### src/hw/rtl/mfmtf_pkg.sv
// Shared types, constants and the CRC-16/CCITT byte step for the MFM track formatter.
`default_nettype none

package mfmtf_pkg;

    // Track geometry
    localparam int TRACK_BYTES = 6250;
    localparam int TABLE_BYTES = 128;
    localparam int TOTAL_BYTES = TABLE_BYTES + TRACK_BYTES;
    localparam int POS_W       = $clog2(TOTAL_BYTES);
    localparam int ID_W        = 18;

    // Item operation codes
    localparam logic OP_BEGIN = 1'b0;
    localparam logic OP_PULL  = 1'b1;

    // Configuration register indexes
    localparam logic [2:0] REG_SPT   = 3'd0;
    localparam logic [2:0] REG_SIZE  = 3'd1;
    localparam logic [2:0] REG_GAP3  = 3'd2;
    localparam logic [2:0] REG_GAP1  = 3'd3;
    localparam logic [2:0] REG_GAP2  = 3'd4;
    localparam logic [2:0] REG_GAP4A = 3'd5;

    // Mark and filler bytes
    localparam logic [7:0] BYTE_GAP   = 8'h4e;
    localparam logic [7:0] BYTE_SYNC  = 8'h00;
    localparam logic [7:0] BYTE_IAM   = 8'hc2;
    localparam logic [7:0] BYTE_INDEX = 8'hfc;
    localparam logic [7:0] BYTE_A1    = 8'ha1;
    localparam logic [7:0] BYTE_IDAM  = 8'hfe;
    localparam logic [7:0] BYTE_DAM   = 8'hfb;
    localparam logic [7:0] BYTE_HIBIT = 8'h80;
    localparam logic [15:0] CRC_INIT  = 16'hffff;
    localparam logic [15:0] CRC_POLY  = 16'h1021;

    typedef struct packed {
        logic [6:0] spt;
        logic [1:0] size;
        logic [7:0] gap3;
        logic [7:0] gap1;
        logic [7:0] gap2;
        logic [7:0] gap4a;
    } cfg_t;

    typedef struct packed {
        logic       op;
        logic [7:0] cylinder;
        logic [7:0] head;
        logic [7:0] data_byte;
    } item_t;

    // One byte through CRC-16/CCITT, MSB first
    function automatic logic [15:0] crc_step(input logic [15:0] crc, input logic [7:0] b);
        logic [15:0] c;
        c = crc ^ {b, 8'h00};
        for (int i = 0; i < 8; i++)
        begin
            c = c[15] ? ((c << 1) ^ CRC_POLY) : (c << 1);
        end
        return c;
    endfunction

endpackage

`default_nettype wire

### src/hw/rtl/mfmtf_front.sv
// Front end: accepts items, decodes the operation and holds them in a two-entry queue.
`default_nettype none

module mfmtf_front (
    input  wire logic            clk,
    input  wire logic            rst_n,
    input  wire logic            in_valid,
    output logic                 in_ready,
    input  wire logic            mode,
    input  wire logic [7:0]      cylinder,
    input  wire logic [7:0]      head,
    input  wire logic [7:0]      data_byte,
    output logic                 q_valid,
    output mfmtf_pkg::item_t     q_item,
    input  wire logic            q_pop
);

    mfmtf_pkg::item_t q_mem [2];
    logic             wr_ptr_reg, wr_ptr_next;
    logic             rd_ptr_reg, rd_ptr_next;
    logic [1:0]       count_reg, count_next;
    logic             push;
    mfmtf_pkg::item_t new_item;

    // Classify the incoming item
    always_comb
    begin
        new_item.op        = mode ? mfmtf_pkg::OP_PULL : mfmtf_pkg::OP_BEGIN;
        new_item.cylinder  = cylinder;
        new_item.head      = head;
        new_item.data_byte = data_byte;
    end

    assign in_ready = (count_reg != 2'd2);
    assign push     = in_valid && in_ready;
    assign q_valid  = (count_reg != 2'd0);
    assign q_item   = q_mem[rd_ptr_reg];

    // Queue pointers and fill count
    always_comb
    begin
        wr_ptr_next = push ? ~wr_ptr_reg : wr_ptr_reg;
        rd_ptr_next = q_pop ? ~rd_ptr_reg : rd_ptr_reg;
        count_next  = count_reg;
        if (push && !q_pop)
        begin
            count_next = count_reg + 2'd1;
        end
        else if (!push && q_pop)
        begin
            count_next = count_reg - 2'd1;
        end
    end

    always_ff @(posedge clk or negedge rst_n)
    begin
        if (!rst_n)
        begin
            wr_ptr_reg <= 1'b0;
            rd_ptr_reg <= 1'b0;
            count_reg  <= 2'd0;
        end
        else
        begin
            wr_ptr_reg <= wr_ptr_next;
            rd_ptr_reg <= rd_ptr_next;
            count_reg  <= count_next;
        end
    end

    // Queue storage
    always_ff @(posedge clk)
    begin
        if (push)
        begin
            q_mem[wr_ptr_reg] <= new_item;
        end
    end

    a_count_bound: assert property (@(posedge clk) disable iff (!rst_n)
        count_reg != 2'd3)
        else $error("queue count out of range");

    a_no_pop_empty: assert property (@(posedge clk) disable iff (!rst_n)
        q_pop |-> count_reg != 2'd0)
        else $error("pop from empty queue");

endmodule

`default_nettype wire

### src/hw/rtl/mfmtf_back.sv
// Back end: track byte sequencer with CRC, table offsets and the output register.
`default_nettype none

module mfmtf_back (
    input  wire logic             clk,
    input  wire logic             rst_n,
    input  wire mfmtf_pkg::cfg_t  cfg,
    input  wire logic             q_valid,
    input  wire mfmtf_pkg::item_t q_item,
    output logic                  q_pop,
    output logic                  out_valid,
    input  wire logic             out_ready,
    output logic [7:0]            track_byte,
    output logic                  data_taken,
    output logic                  last,
    output logic                  layout_error
);

    localparam int POS_W = mfmtf_pkg::POS_W;
    localparam int ID_W  = mfmtf_pkg::ID_W;

    localparam logic [1:0] PH_IDLE  = 2'd0;
    localparam logic [1:0] PH_TABLE = 2'd1;
    localparam logic [1:0] PH_HEAD  = 2'd2;
    localparam logic [1:0] PH_SECT  = 2'd3;

    logic [1:0]       phase_reg, phase_next;
    logic [POS_W-1:0] pos_reg, pos_next;
    logic [10:0]      off_reg, off_next;
    logic [7:0]       sec_reg, sec_next;
    logic [15:0]      crc_reg, crc_next;
    logic [ID_W-1:0]  id_reg, id_next;
    logic [7:0]       cyl_reg, cyl_next;
    logic [7:0]       hd_reg, hd_next;
    logic [6:0]       spt_reg, spt_next;
    logic [1:0]       size_reg, size_next;
    logic [7:0]       gap4a_reg, gap4a_next;
    logic [10:0]      raw_reg, raw_next;
    logic [9:0]       hlen_reg, hlen_next;
    logic [8:0]       dstart_reg, dstart_next;
    logic [10:0]      dend_reg, dend_next;

    logic             ovalid_reg, ovalid_next;
    logic [7:0]       obyte_reg, obyte_next;
    logic             otaken_reg, otaken_next;
    logic             olast_reg, olast_next;
    logic             oerr_reg, oerr_next;

    logic             advance;
    logic             take;
    logic [10:0]      sbytes;
    logic [POS_W-1:0] t;
    logic [POS_W-1:0] g4;
    logic [POS_W-1:0] e;
    logic [10:0]      ds;
    logic             sec_live;
    logic             is_last;
    logic [7:0]       b;
    logic             taken;
    logic             crc_en;
    logic [15:0]      crc_base;

    assign advance = !ovalid_reg || out_ready;
    assign take    = q_valid && advance;
    assign q_pop   = take;

    assign sbytes   = 11'd128 << cfg.size;
    assign t        = pos_reg - POS_W'(mfmtf_pkg::TABLE_BYTES);
    assign g4       = POS_W'(gap4a_reg);
    assign e        = pos_reg >> 1;
    assign ds       = 11'(dstart_reg);
    assign sec_live = sec_reg < {1'b0, spt_reg};
    assign is_last  = pos_reg == POS_W'(mfmtf_pkg::TOTAL_BYTES - 1);

    // Byte selection for the current position
    always_comb
    begin
        b        = mfmtf_pkg::BYTE_SYNC;
        taken    = 1'b0;
        crc_en   = 1'b0;
        crc_base = crc_reg;
        case (phase_reg)
            PH_TABLE:
            begin
                if ((e < POS_W'(spt_reg))
                    && ((pos_reg | POS_W'(1)) < POS_W'(mfmtf_pkg::TABLE_BYTES))
                    && (id_reg < ID_W'(mfmtf_pkg::TOTAL_BYTES)))
                begin
                    b = pos_reg[0] ? (mfmtf_pkg::BYTE_HIBIT | {1'b0, id_reg[14:8]})
                                   : id_reg[7:0];
                end
            end
            PH_HEAD:
            begin
                if (t < g4)
                    b = mfmtf_pkg::BYTE_GAP;
                else if (t < g4 + POS_W'(12))
                    b = mfmtf_pkg::BYTE_SYNC;
                else if (t < g4 + POS_W'(15))
                    b = mfmtf_pkg::BYTE_IAM;
                else if (t < g4 + POS_W'(16))
                    b = mfmtf_pkg::BYTE_INDEX;
                else
                    b = mfmtf_pkg::BYTE_GAP;
            end
            PH_SECT:
            begin
                if (!sec_live)
                    b = mfmtf_pkg::BYTE_GAP;
                else if (off_reg < 11'd12)
                    b = mfmtf_pkg::BYTE_SYNC;
                else if (off_reg < 11'd15)
                begin
                    b      = mfmtf_pkg::BYTE_A1;
                    crc_en = 1'b1;
                    if (off_reg == 11'd12)
                        crc_base = mfmtf_pkg::CRC_INIT;
                end
                else if (off_reg < 11'd20)
                begin
                    crc_en = 1'b1;
                    if (off_reg == 11'd15)
                        b = mfmtf_pkg::BYTE_IDAM;
                    else if (off_reg == 11'd16)
                        b = cyl_reg;
                    else if (off_reg == 11'd17)
                        b = hd_reg;
                    else if (off_reg == 11'd18)
                        b = sec_reg + 8'd1;
                    else
                        b = {6'd0, size_reg};
                end
                else if (off_reg == 11'd20)
                    b = crc_reg[15:8];
                else if (off_reg == 11'd21)
                    b = crc_reg[7:0];
                else if (off_reg < ds)
                    b = mfmtf_pkg::BYTE_GAP;
                else if (off_reg < ds + 11'd12)
                    b = mfmtf_pkg::BYTE_SYNC;
                else if (off_reg < ds + 11'd15)
                begin
                    b      = mfmtf_pkg::BYTE_A1;
                    crc_en = 1'b1;
                    if (off_reg == ds + 11'd12)
                        crc_base = mfmtf_pkg::CRC_INIT;
                end
                else if (off_reg == ds + 11'd15)
                begin
                    b      = mfmtf_pkg::BYTE_DAM;
                    crc_en = 1'b1;
                end
                else if (off_reg < dend_reg)
                begin
                    b      = q_item.data_byte;
                    taken  = 1'b1;
                    crc_en = 1'b1;
                end
                else if (off_reg == dend_reg)
                    b = crc_reg[15:8];
                else if (off_reg == dend_reg + 11'd1)
                    b = crc_reg[7:0];
                else
                    b = mfmtf_pkg::BYTE_GAP;
            end
            default:
            begin
                b = mfmtf_pkg::BYTE_SYNC;
            end
        endcase
    end

    // Sequencer state update
    always_comb
    begin
        phase_next  = phase_reg;
        pos_next    = pos_reg;
        off_next    = off_reg;
        sec_next    = sec_reg;
        crc_next    = crc_reg;
        id_next     = id_reg;
        cyl_next    = cyl_reg;
        hd_next     = hd_reg;
        spt_next    = spt_reg;
        size_next   = size_reg;
        gap4a_next  = gap4a_reg;
        raw_next    = raw_reg;
        hlen_next   = hlen_reg;
        dstart_next = dstart_reg;
        dend_next   = dend_reg;
        ovalid_next = ovalid_reg && !out_ready;
        obyte_next  = obyte_reg;
        otaken_next = otaken_reg;
        olast_next  = olast_reg;
        oerr_next   = oerr_reg;

        if (take && q_item.op == mfmtf_pkg::OP_BEGIN)
        begin
            // Latch configuration and derived lengths for the new track
            cyl_next    = q_item.cylinder;
            hd_next     = q_item.head;
            spt_next    = cfg.spt;
            size_next   = cfg.size;
            gap4a_next  = cfg.gap4a;
            raw_next    = 11'd40 + 11'(cfg.gap2) + sbytes + 11'(cfg.gap3);
            hlen_next   = 10'(cfg.gap4a) + 10'd16 + 10'(cfg.gap1);
            dstart_next = 9'(cfg.gap2) + 9'd22;
            dend_next   = 11'(cfg.gap2) + 11'd38 + sbytes;
            id_next     = ID_W'(mfmtf_pkg::TABLE_BYTES + 15) + ID_W'(cfg.gap4a)
                          + ID_W'(cfg.gap1) + ID_W'(16);
            phase_next  = PH_TABLE;
            pos_next    = '0;
            off_next    = '0;
            sec_next    = '0;
            crc_next    = mfmtf_pkg::CRC_INIT;
        end
        else if (take && phase_reg != PH_IDLE)
        begin
            // Emit one byte
            ovalid_next = 1'b1;
            obyte_next  = b;
            otaken_next = taken;
            olast_next  = is_last;
            oerr_next   = is_last && sec_live
                          && !((sec_reg + 8'd1 == {1'b0, spt_reg})
                               && (off_reg == raw_reg - 11'd1));
            if (crc_en)
                crc_next = mfmtf_pkg::crc_step(crc_base, b);

            case (phase_reg)
                PH_TABLE:
                begin
                    if (pos_reg[0])
                        id_next = id_reg + ID_W'(raw_reg);
                    if (pos_reg == POS_W'(mfmtf_pkg::TABLE_BYTES - 1))
                        phase_next = PH_HEAD;
                end
                PH_HEAD:
                begin
                    if (t == POS_W'(hlen_reg) - POS_W'(1))
                    begin
                        phase_next = PH_SECT;
                        off_next   = '0;
                        sec_next   = '0;
                    end
                end
                PH_SECT:
                begin
                    if (off_reg == raw_reg - 11'd1)
                    begin
                        off_next = '0;
                        sec_next = sec_reg + 8'd1;
                    end
                    else
                    begin
                        off_next = off_reg + 11'd1;
                    end
                end
                default:
                begin
                    phase_next = PH_IDLE;
                end
            endcase

            if (is_last)
            begin
                phase_next = PH_IDLE;
                pos_next   = '0;
            end
            else
            begin
                pos_next = pos_reg + POS_W'(1);
            end
        end
    end

    // Control state
    always_ff @(posedge clk or negedge rst_n)
    begin
        if (!rst_n)
        begin
            phase_reg  <= PH_IDLE;
            pos_reg    <= '0;
            off_reg    <= '0;
            sec_reg    <= '0;
            crc_reg    <= mfmtf_pkg::CRC_INIT;
            ovalid_reg <= 1'b0;
        end
        else
        begin
            phase_reg  <= phase_next;
            pos_reg    <= pos_next;
            off_reg    <= off_next;
            sec_reg    <= sec_next;
            crc_reg    <= crc_next;
            ovalid_reg <= ovalid_next;
        end
    end

    // Latched track parameters and output payload
    always_ff @(posedge clk)
    begin
        id_reg     <= id_next;
        cyl_reg    <= cyl_next;
        hd_reg     <= hd_next;
        spt_reg    <= spt_next;
        size_reg   <= size_next;
        gap4a_reg  <= gap4a_next;
        raw_reg    <= raw_next;
        hlen_reg   <= hlen_next;
        dstart_reg <= dstart_next;
        dend_reg   <= dend_next;
        obyte_reg  <= obyte_next;
        otaken_reg <= otaken_next;
        olast_reg  <= olast_next;
        oerr_reg   <= oerr_next;
    end

    assign out_valid    = ovalid_reg;
    assign track_byte   = obyte_reg;
    assign data_taken   = otaken_reg;
    assign last         = olast_reg;
    assign layout_error = oerr_reg;

    a_err_on_last: assert property (@(posedge clk) disable iff (!rst_n)
        ovalid_reg && oerr_reg |-> olast_reg)
        else $error("layout error flagged before the last byte");

    a_idle_pos_zero: assert property (@(posedge clk) disable iff (!rst_n)
        phase_reg == PH_IDLE |-> pos_reg == '0)
        else $error("position not cleared while idle");

    a_last_goes_idle: assert property (@(posedge clk) disable iff (!rst_n)
        take && phase_reg != PH_IDLE && q_item.op == mfmtf_pkg::OP_PULL && is_last
        |=> phase_reg == PH_IDLE)
        else $error("sequencer did not return to idle after the last byte");

endmodule

`default_nettype wire

### src/hw/rtl/mfm_track_formatter_unit.sv
// MFM track formatter top level: configuration registers, front queue and back sequencer.
// Path: a pull transfer is held in the front queue and then in the output register before
// its track byte shows at the output, when the queue was empty and the output register free.
// Throughput: one item per cycle unless out_ready stalls the output; the back sequencer
// emits one byte per cycle from counters and a bytewise CRC; a begin item emits no byte.
// Reset: configuration returns to its defaults, the queue empties and the sequencer idles.
`default_nettype none

module mfm_track_formatter_unit (
    input  wire logic       clk,
    input  wire logic       rst_n,
    input  wire logic       cfg_write,
    input  wire logic [2:0] cfg_index,
    input  wire logic [7:0] cfg_data,
    input  wire logic       in_valid,
    output logic            in_ready,
    input  wire logic       mode,
    input  wire logic [7:0] cylinder,
    input  wire logic [7:0] head,
    input  wire logic [7:0] data_byte,
    output logic            out_valid,
    input  wire logic       out_ready,
    output logic [7:0]      track_byte,
    output logic            data_taken,
    output logic            last,
    output logic            layout_error
);

    mfmtf_pkg::cfg_t  cfg_reg, cfg_next;
    logic             q_valid;
    logic             q_pop;
    mfmtf_pkg::item_t q_item;

    // Configuration register writes
    always_comb
    begin
        cfg_next = cfg_reg;
        if (cfg_write)
        begin
            case (cfg_index)
                mfmtf_pkg::REG_SPT:   cfg_next.spt   = cfg_data[6:0];
                mfmtf_pkg::REG_SIZE:  cfg_next.size  = cfg_data[1:0];
                mfmtf_pkg::REG_GAP3:  cfg_next.gap3  = cfg_data;
                mfmtf_pkg::REG_GAP1:  cfg_next.gap1  = cfg_data;
                mfmtf_pkg::REG_GAP2:  cfg_next.gap2  = cfg_data;
                mfmtf_pkg::REG_GAP4A: cfg_next.gap4a = cfg_data;
                default:              cfg_next = cfg_reg;
            endcase
        end
    end

    always_ff @(posedge clk or negedge rst_n)
    begin
        if (!rst_n)
        begin
            cfg_reg.spt   <= 7'd17;
            cfg_reg.size  <= 2'd1;
            cfg_reg.gap3  <= 8'd34;
            cfg_reg.gap1  <= 8'd50;
            cfg_reg.gap2  <= 8'd22;
            cfg_reg.gap4a <= 8'd80;
        end
        else
        begin
            cfg_reg <= cfg_next;
        end
    end

    mfmtf_front u_front (
        .clk       (clk),
        .rst_n     (rst_n),
        .in_valid  (in_valid),
        .in_ready  (in_ready),
        .mode      (mode),
        .cylinder  (cylinder),
        .head      (head),
        .data_byte (data_byte),
        .q_valid   (q_valid),
        .q_item    (q_item),
        .q_pop     (q_pop)
    );

    mfmtf_back u_back (
        .clk          (clk),
        .rst_n        (rst_n),
        .cfg          (cfg_reg),
        .q_valid      (q_valid),
        .q_item       (q_item),
        .q_pop        (q_pop),
        .out_valid    (out_valid),
        .out_ready    (out_ready),
        .track_byte   (track_byte),
        .data_taken   (data_taken),
        .last         (last),
        .layout_error (layout_error)
    );

endmodule

`default_nettype wire
### config.mk
export PLATFORM = sky130hd
export DESIGN_NAME = mfm_track_formatter_unit
export DESIGN_NICKNAME = d
export VERILOG_FILES = /design/src/hw/rtl/mfmtf_pkg.sv /design/src/hw/rtl/mfmtf_front.sv /design/src/hw/rtl/mfmtf_back.sv /design/src/hw/rtl/mfm_track_formatter_unit.sv
export SDC_FILE = /design/constraint.sdc
export NUM_CORES = 1
export LEC_CHECK = 0
export BUFFER_PORTS_ARGS = -buffer_cell sky130_fd_sc_hd__buf_2
export CORE_UTILIZATION = 34
export CTS_BUF_LIST = sky130_fd_sc_hd__clkbuf_4 sky130_fd_sc_hd__clkbuf_8 sky130_fd_sc_hd__clkbuf_16
export CTS_CLUSTER_DIAMETER = 80
export DETAILED_ROUTE_END_ITERATION = 16
export HOLD_SLACK_MARGIN = 0.1
export PLACE_DENSITY = 0.52
export SETUP_SLACK_MARGIN = 0.3
export SLEW_MARGIN = 20
export SYNTH_ARGS = -nofsm -noshare
export SYNTH_HDL_FRONTEND = slang
export SYNTH_HIERARCHICAL = 1
export SYNTH_SLANG_ARGS = --single-unit
### constraint.sdc
create_clock -name clk -period 5.9 [get_ports clk]
set_clock_uncertainty 0.1 [all_clocks]
set_input_delay 1.475 -clock clk [delete_from_list [all_inputs] [get_ports clk]]
set_output_delay 1.475 -clock clk [all_outputs]
set_load 0.05 [all_outputs]
### Word-level counts from Yosys, hierarchy flattened

Memory sizes are Yosys's and may differ from the RTL's.
Index checks and enable logic that the tools add are counted.

| operators by class | value |
|---|---|
| divide/modulo/power cells | 0 |
| bitwise gates (word level) | 15 |
| multipliers | 0 |
| reductions and logical operators | 40 |
| eq/ne operators | 30 |
| shifts and indexed selects | 1 |
| $lt $le $gt $ge | 15 |
| muxes and demuxes | 89 |
| $add $sub $neg | 26 |

Operators with widths:

| cell | number |
|---|---|
| $mux W16 | 15 |
| $mux W8 | 27 |
| $mux W13 | 11 |
| $mux W18 | 4 |
| $eq A11 B11 Y1 | 5 |
| $eq A11 B5 Y1 const B | 5 |
| $mux W11 | 4 |
| $lt A13 B13 Y1 | 3 |
| $lt A11 B11 Y1 | 3 |
| $add A8 B5 Y9 const B | 3 |
| $not A3 Y3 | 8 |
| $pmux W8 S3 | 1 |
| $add A11 B1 Y11 const B | 2 |
| $add A11 B11 Y11 | 2 |
| $eq A11 B4 Y1 const B | 2 |
| $lt A11 B4 Y1 const B | 2 |
| $pmux W11 S2 | 1 |
| $add A9 B4 Y10 const B | 2 |
| $add A18 B11 Y18 | 1 |
| $add A18 B5 Y18 const B | 1 |
| $add A18 B8 Y18 | 1 |
| $add A8 B4 Y9 const B | 2 |
| $lt A18 B13 Y1 const B | 1 |
| $mux W1 | 17 |
| 46 further kinds | 93 |

| storage, ports and cells | value |
|---|---|
| register bits | 199 |
| latch bits | 0 |
| bits in read-only memories | 0 |
| RAM bits | 50 |
| input bits | 41 |
| memories | 1 |
| logic and storage cells | 246 |

Memories:

| name | words | bits a word | read ports | clocked after Yosys merged registers in | wr ports | line | text |
|---|---|---|---|---|---|---|---|
| u_front.q_mem | 2 | 25 | 1 | 0 | 1 | mfmtf_front.sv:18 | `mfmtf_pkg::item_t q_mem [2];` |

### Longest topological paths before layout

| depth | value |
|---|---|
| depth in word-level cells | 36 |
| mapped depth | 20 |
| depth with buffers taken out | 18 |

### Cells and area by module

The synthesis kept the hierarchy.

Modules (own cells, without submodules):

| module | seq. area each (um^2) | instances | area each (um^2) | cells an instance |
|---|---|---|---|---|
| mfmtf_back | 4299.1 | 1 | 13404.1 | 1496 |
| mfmtf_front | 1601.5 | 1 | 2099.5 | 96 |
| mfm_track_formatter_unit | 1042.2 | 1 | 1610.3 | 91 |

### Worst setup path after synthesis

Ideal clock, no wire load.

| timing | value |
|---|---|
| kind | input to register |
| start point | input out_ready |
| end point | register u_back.cyl_reg[0] (enable) |
| data arrival time | 4.400 ns |
| buffers on the path | 2 |
| stages on the path | 6 |
| setup time | 0.463 ns |
| path slack | 0.937 ns |
| cell sequence | nand2b_1 -> nand2_1 -> or2_2 -> clkbuf_1 -> inv_2 -> clkbuf_1 |

| on the way | value |
|---|---|
| longest elaborated chain between the ends | 3 |

Ends and longest elaborated chain:

| item | line | text |
|---|---|---|
| from (decl) | mfm_track_formatter_unit.sv:22 | `input wire logic out_ready,` |
| $logic_or A1 B1 Y1 | mfmtf_back.sv:63 | `assign advance = !ovalid_reg \|\| out_ready;` |
| $logic_and A1 B1 Y1 | mfmtf_back.sv:64 | `assign take = q_valid && advance;` |
| $logic_and A1 B1 Y1 | mfmtf_back.sv:197 | `if (take && q_item.op == mfmtf_pkg::OP_BEGIN)` |
| to (signal assigned) | mfmtf_back.sv:304 | `cyl_reg <= cyl_next;` |
| to (decl) | mfmtf_back.sv:33 | `logic [7:0] cyl_reg, cyl_next;` |

No other way between the ends.
A chain may end at the register's enable or synchronous reset.

### Worst setup path after layout

| timing | value |
|---|---|
| start point | register u_back.dstart_reg[3] |
| end point | register u_back.crc_reg[14] |

| on the way | value |
|---|---|
| elaborated cells on any way between the ends | 54 |
| classes of those cells | 2 x add/sub; 3 x order compare; 2 x eq/ne; 42 x mux; 3 x bitwise; 2 x reduce/logical |

RTL lines:

| item | line | text |
|---|---|---|
| from (decl) | mfmtf_back.sv:40 | `logic [8:0] dstart_reg, dstart_next;` |
| from (signal assigned) | mfmtf_back.sv:311 | `dstart_reg <= dstart_next;` |
| parallel branches: the longest is 5 deep, another holds $lt A11 B11 Y1 | -- |  |
| $mux W8 (*) | mfmtf_back.sv:137 | `else if (off_reg < ds)` |
| $mux W8 (*) | mfmtf_back.sv:135 | `else if (off_reg == 11'd21)` |
| $mux W8 (*) | mfmtf_back.sv:133 | `else if (off_reg == 11'd20)` |
| $mux W8 (*) | mfmtf_back.sv:119 | `else if (off_reg < 11'd20)` |
| $mux W8 (*) | mfmtf_back.sv:112 | `else if (off_reg < 11'd15)` |
| $mux W8 (*) | mfmtf_back.sv:110 | `else if (off_reg < 11'd12)` |
| $mux W8 (*) | mfmtf_back.sv:108 | `if (!sec_live)` |
| $pmux W8 S3 (*) | mfmtf_back.sv:82 | `case (phase_reg)` |
| via u_back.b[6] | mfmtf_back.sv:58 | `logic [7:0] b;` |
| $xor A16 B16 Y16 (*) | mfmtf_pkg.sv:56 | `c = crc ^ {b, 8'h00};` |
| $mux W13 (*) (2 in a row) | mfmtf_pkg.sv:59 | `c = c[15] ? ((c << 1) ^ CRC_POLY) : (c << 1);` |
| $mux W16 (*) | mfmtf_back.sv:227 | `if (crc_en)` |
| $mux W16 (*) | mfmtf_back.sv:217 | `else if (take && phase_reg != PH_IDLE)` |
| $mux W16 (*) | mfmtf_back.sv:197 |  |
| to (signal assigned) | mfmtf_back.sv:286 | `crc_reg <= mfmtf_pkg::CRC_INIT;` |
| to (signal assigned) | mfmtf_back.sv:295 | `crc_reg <= crc_next;` |
| to (decl) | mfmtf_back.sv:31 | `logic [15:0] crc_reg, crc_next;` |

Mark *: on every way through the listed nets, which the timed path passes. The select of a mux whose other input is x is not followed.

==> results by group <==
Setup path
  – Worst endpoint data arrival time: 5.46 ns
  – CP Class: reg -> reg
  – FF-to-FF End: u_back/crc_reg[14]$_DFFE_PN1P_
  – Worst Setup Start Kind: flip-flop
  – Setup crit end kind: flip-flop
  – FF-to-FF Start: u_back/dstart_reg[3]$_DFFE_PP_
  – WP data required: 6.31 ns
  – Crit Path Max Fanout: 10
  – Worst R2R Setup Slack: 0.85 ns
  – Worst R2R Path Depth: 17

Clock network
  – Cts hold-fix bufs: 0
  – Setup Buffers After CTS: 0
  – Skew-Pair Late Insertion Delay: 0.57 ns
  – H-tree Lvls: 1
  – CTS tree: done
  – Clock transition at path regs: 0.06 ns
  – Clock sinks: 246
  – CTS root buf: clkbuf_16
  – Maximum buffer depth of the clock tree: 3
  – Number of CTS-inserted buffers: 29

Route
  – DRT Wirelength: 46,680 um
  – DRC: 0
  – Pre-antenna DRT Iters: 8
  – Drt wl/cell: 19.35 um
  – Post-route ant nets: 0
  – Via density: 5.323
  – Initial DRC count: 907
  – Via count: 12,840

Synth
  – Yosys Warn Count: 6
  – Syn nets: 1,896
  – Post-synthesis adder-cell area fraction: 12.84%
  – Largest family of logic cells by synthesized area: simple AND/OR/NAND/NOR gates
  – Most used standard cell by instance count after synthesis: ha_1
  – Synth top cells by count: ha_1 (166), edfxtp_1 (150), nor2_1 (124)
  – Synth Area per Inst: 10.17 sq um
  – Synth area leaders: edfxtp_1 (26%), ha_1 (12%), dfrtp_1 (9.8%)
  – Mux cell area share after synthesis: 5.381%
  – Synthesized cell area: 0.01711 sq mm
  – Synth async-reset ratio: 39.02%
  – Syn Inst Count: 1,683
  – Post-synthesis compound-gate area fraction: 13.54%
  – Main synth FF type: edfxtp_1
  – Netlist cell types: 89
  – Count of state elements after synthesis: 246
  – Yosys top cell area share: 26.32%
  – Simple-gate share of the synthesized area: 15.51%
  – Post-synth EDFFs: 150
  – Post-Synth XOR/XNOR Area: 7.852%
  – Sequential share of the synthesized area: 40.57%
  – Synth area leader: edfxtp_1

Hold path
  – Hold EP: u_back/spt_reg[3]$_DFFE_PP_
  – Hold Path Origin: cfg_reg[37]$_DFFE_PN0P_
  – Worst hold-check path type: reg -> reg
  – WHS Path Cells: 0

Floorplanning
  – Std cell rows: 81
  – I/O Pins: 54
  – Core Region: 0.04925 sq mm
  – Die width: 226.4 um
  – Die area: 0.05124 sq mm
  – Die H: 226.4 um
  – Initial Utilization: 34.75%

STA
  – Hold_ws: 0.3504 ns
  – Worst slew pin tran: 1.057 ns
  – F_max: 198.2 MHz
  – Final hold violations: 0
  – Setup TNS: 0 ns
  – Relative slew slack: 29.51%
  – Slew Limit Fails: 0
  – Final worst slack: 0.8540 ns
  – RSZ-0062 raised after global routing: no
  – Final worst path period share: 85.53%
  – Setup violators final: 0
  – Post-layout min period: 5.046 ns

Job
  – Max Cap Viol: 0

Run status
  – Status: finished, final reports clean

Global routing
  – Global route overflow: 0
  – GRT Util Overall: 18.46%
  – Initial antenna violation count: 0
  – Largest net degree at the start of global routing: 79
  – Vias in the first global route: 12,670
  – First-pass GRT wire length: 73,220 um

Final layout
  – Area delta synth->final: 11.52%
  – Ant. Diodes: 0
  – Proportion of layout cells with a drive suffix above 1: 14.70%
  – Max reg flops: 50
  – Core Util, Final: 38.75%
  – Final Instance Area: 0.01908 sq mm
  – Filler cells: 4,919
  – NumNets Final: 1,940
  – Non-Filler Instances: 2,412

Placed design
  – Place WS: 0.6896 ns
  – DP HPWL: 35,990 um
  – I/O Buffers: 53
  – Dpl cells: 2,360
  – Post-DP Area: 0.01808 sq mm
  – RD Place Congestion: 0.9237

Power
  – Peak supply drop: 0.0002817 V
  – Power per Cell Area: 459.8 mW/mm^2
  – Tot Pwr: 8.775 mW
  – Static Leak: 7.785 nW
[critical path, stage by stage, from the launching register on]
cell	delay, ns
edfxtp_1	0.46
inv_1	0.17
ha_1	0.17
inv_1	0.04
o21ai_0	0.38
nand3_1	0.16
xnor2_1	0.15
ha_1	0.31
a2111o_1	0.36
o21ai_0	0.30
a2bb2oi_2	0.23
a21oi_1	0.22
a31oi_1	0.09
or4b_1	0.60
xor2_2	0.29
xnor3_1	0.42
or4_1	0.43
nand3_1	0.10
[layout by cell type, fill, tap and decap left out, types with 47 or more instances in the layout]
master    synthesis  final
dfrtp_1          67     67
a21oi_1          85     85
nor3_1           47     47
nor2_1          124    123
inv_1           121    121
xnor2_1         107    107
nand3_1          48     48
nand2_1         100    100
mux2_2           48     48
buf_2             8     52
ha_1            166    166
o21ai_0         101    100
edfxtp_1        150    150
[power by group]
| part | leakage, nW | internal, mW | switching (mW) |
|---|---|---|---|
| clock | 0.501 | 1.12 | 0.730 |
| combinational | 4.70 | 1.54 | 2.28 |
| sequential | 2.59 | 2.61 | 0.500 |
| total | 7.78 | 5.27 | 3.51 |
[routing by layer]
metal  track usage, %  wire [um]
met3            2.397       2209
met1            25.93      22240
met2            29.65      20990
met4            5.100       1244
met5                0          0
[worst max-delay path by stage]
stage          slack (ns)  cells after the start                             end                            from
3_3_place_gp         0.83                     18  u_back/crc_reg[14]$_DFFE_PN1P_  u_back/dstart_reg[3]$_DFFE_PP_
6_report             0.85                     17  u_back/crc_reg[14]$_DFFE_PN1P_  u_back/dstart_reg[3]$_DFFE_PP_
5_1_grt              0.43                     16  u_back/crc_reg[14]$_DFFE_PN1P_  u_back/dstart_reg[4]$_DFFE_PP_
2_1_floorplan        0.94                      6     u_back/cyl_reg[0]$_DFFE_PP_                       out_ready
3_5_place_dp         0.69                     16  u_back/crc_reg[14]$_DFFE_PN1P_  u_back/dstart_reg[4]$_DFFE_PP_
4_1_cts              0.66                     16  u_back/crc_reg[14]$_DFFE_PN1P_  u_back/dstart_reg[4]$_DFFE_PP_
[logic make-up after synthesis]
logic type,Yosys count
simple gates,504
compound gates,357
flops,246
buf+inv,181
fa+ha+maj,172
xor+xnor,147
mux,76
[area by class of cell]
| type | count | area (sq um) | area share, % |
|---|---|---|---|
| well taps | 664 | 830.8 | 4.353 |
| clock buffers | 40 | 873.3 | 4.576 |
| repair buffers | 72 | 410.4 | 2.150 |
| flip-flops and latches | 246 | 6943 | 36.38 |
| inverters | 122 | 460.4 | 2.413 |
| clock inverters | 12 | 125.1 | 0.6556 |
| multi-input cells | 1256 | 9442 | 49.47 |
[repair_timing]
action	CTS	global route
gates resized for setup	0	1
endpoints found under the setup margin	0	2
hold endpoints to repair	0	0
No activity file was read; power rests on OpenSTA's default activity.
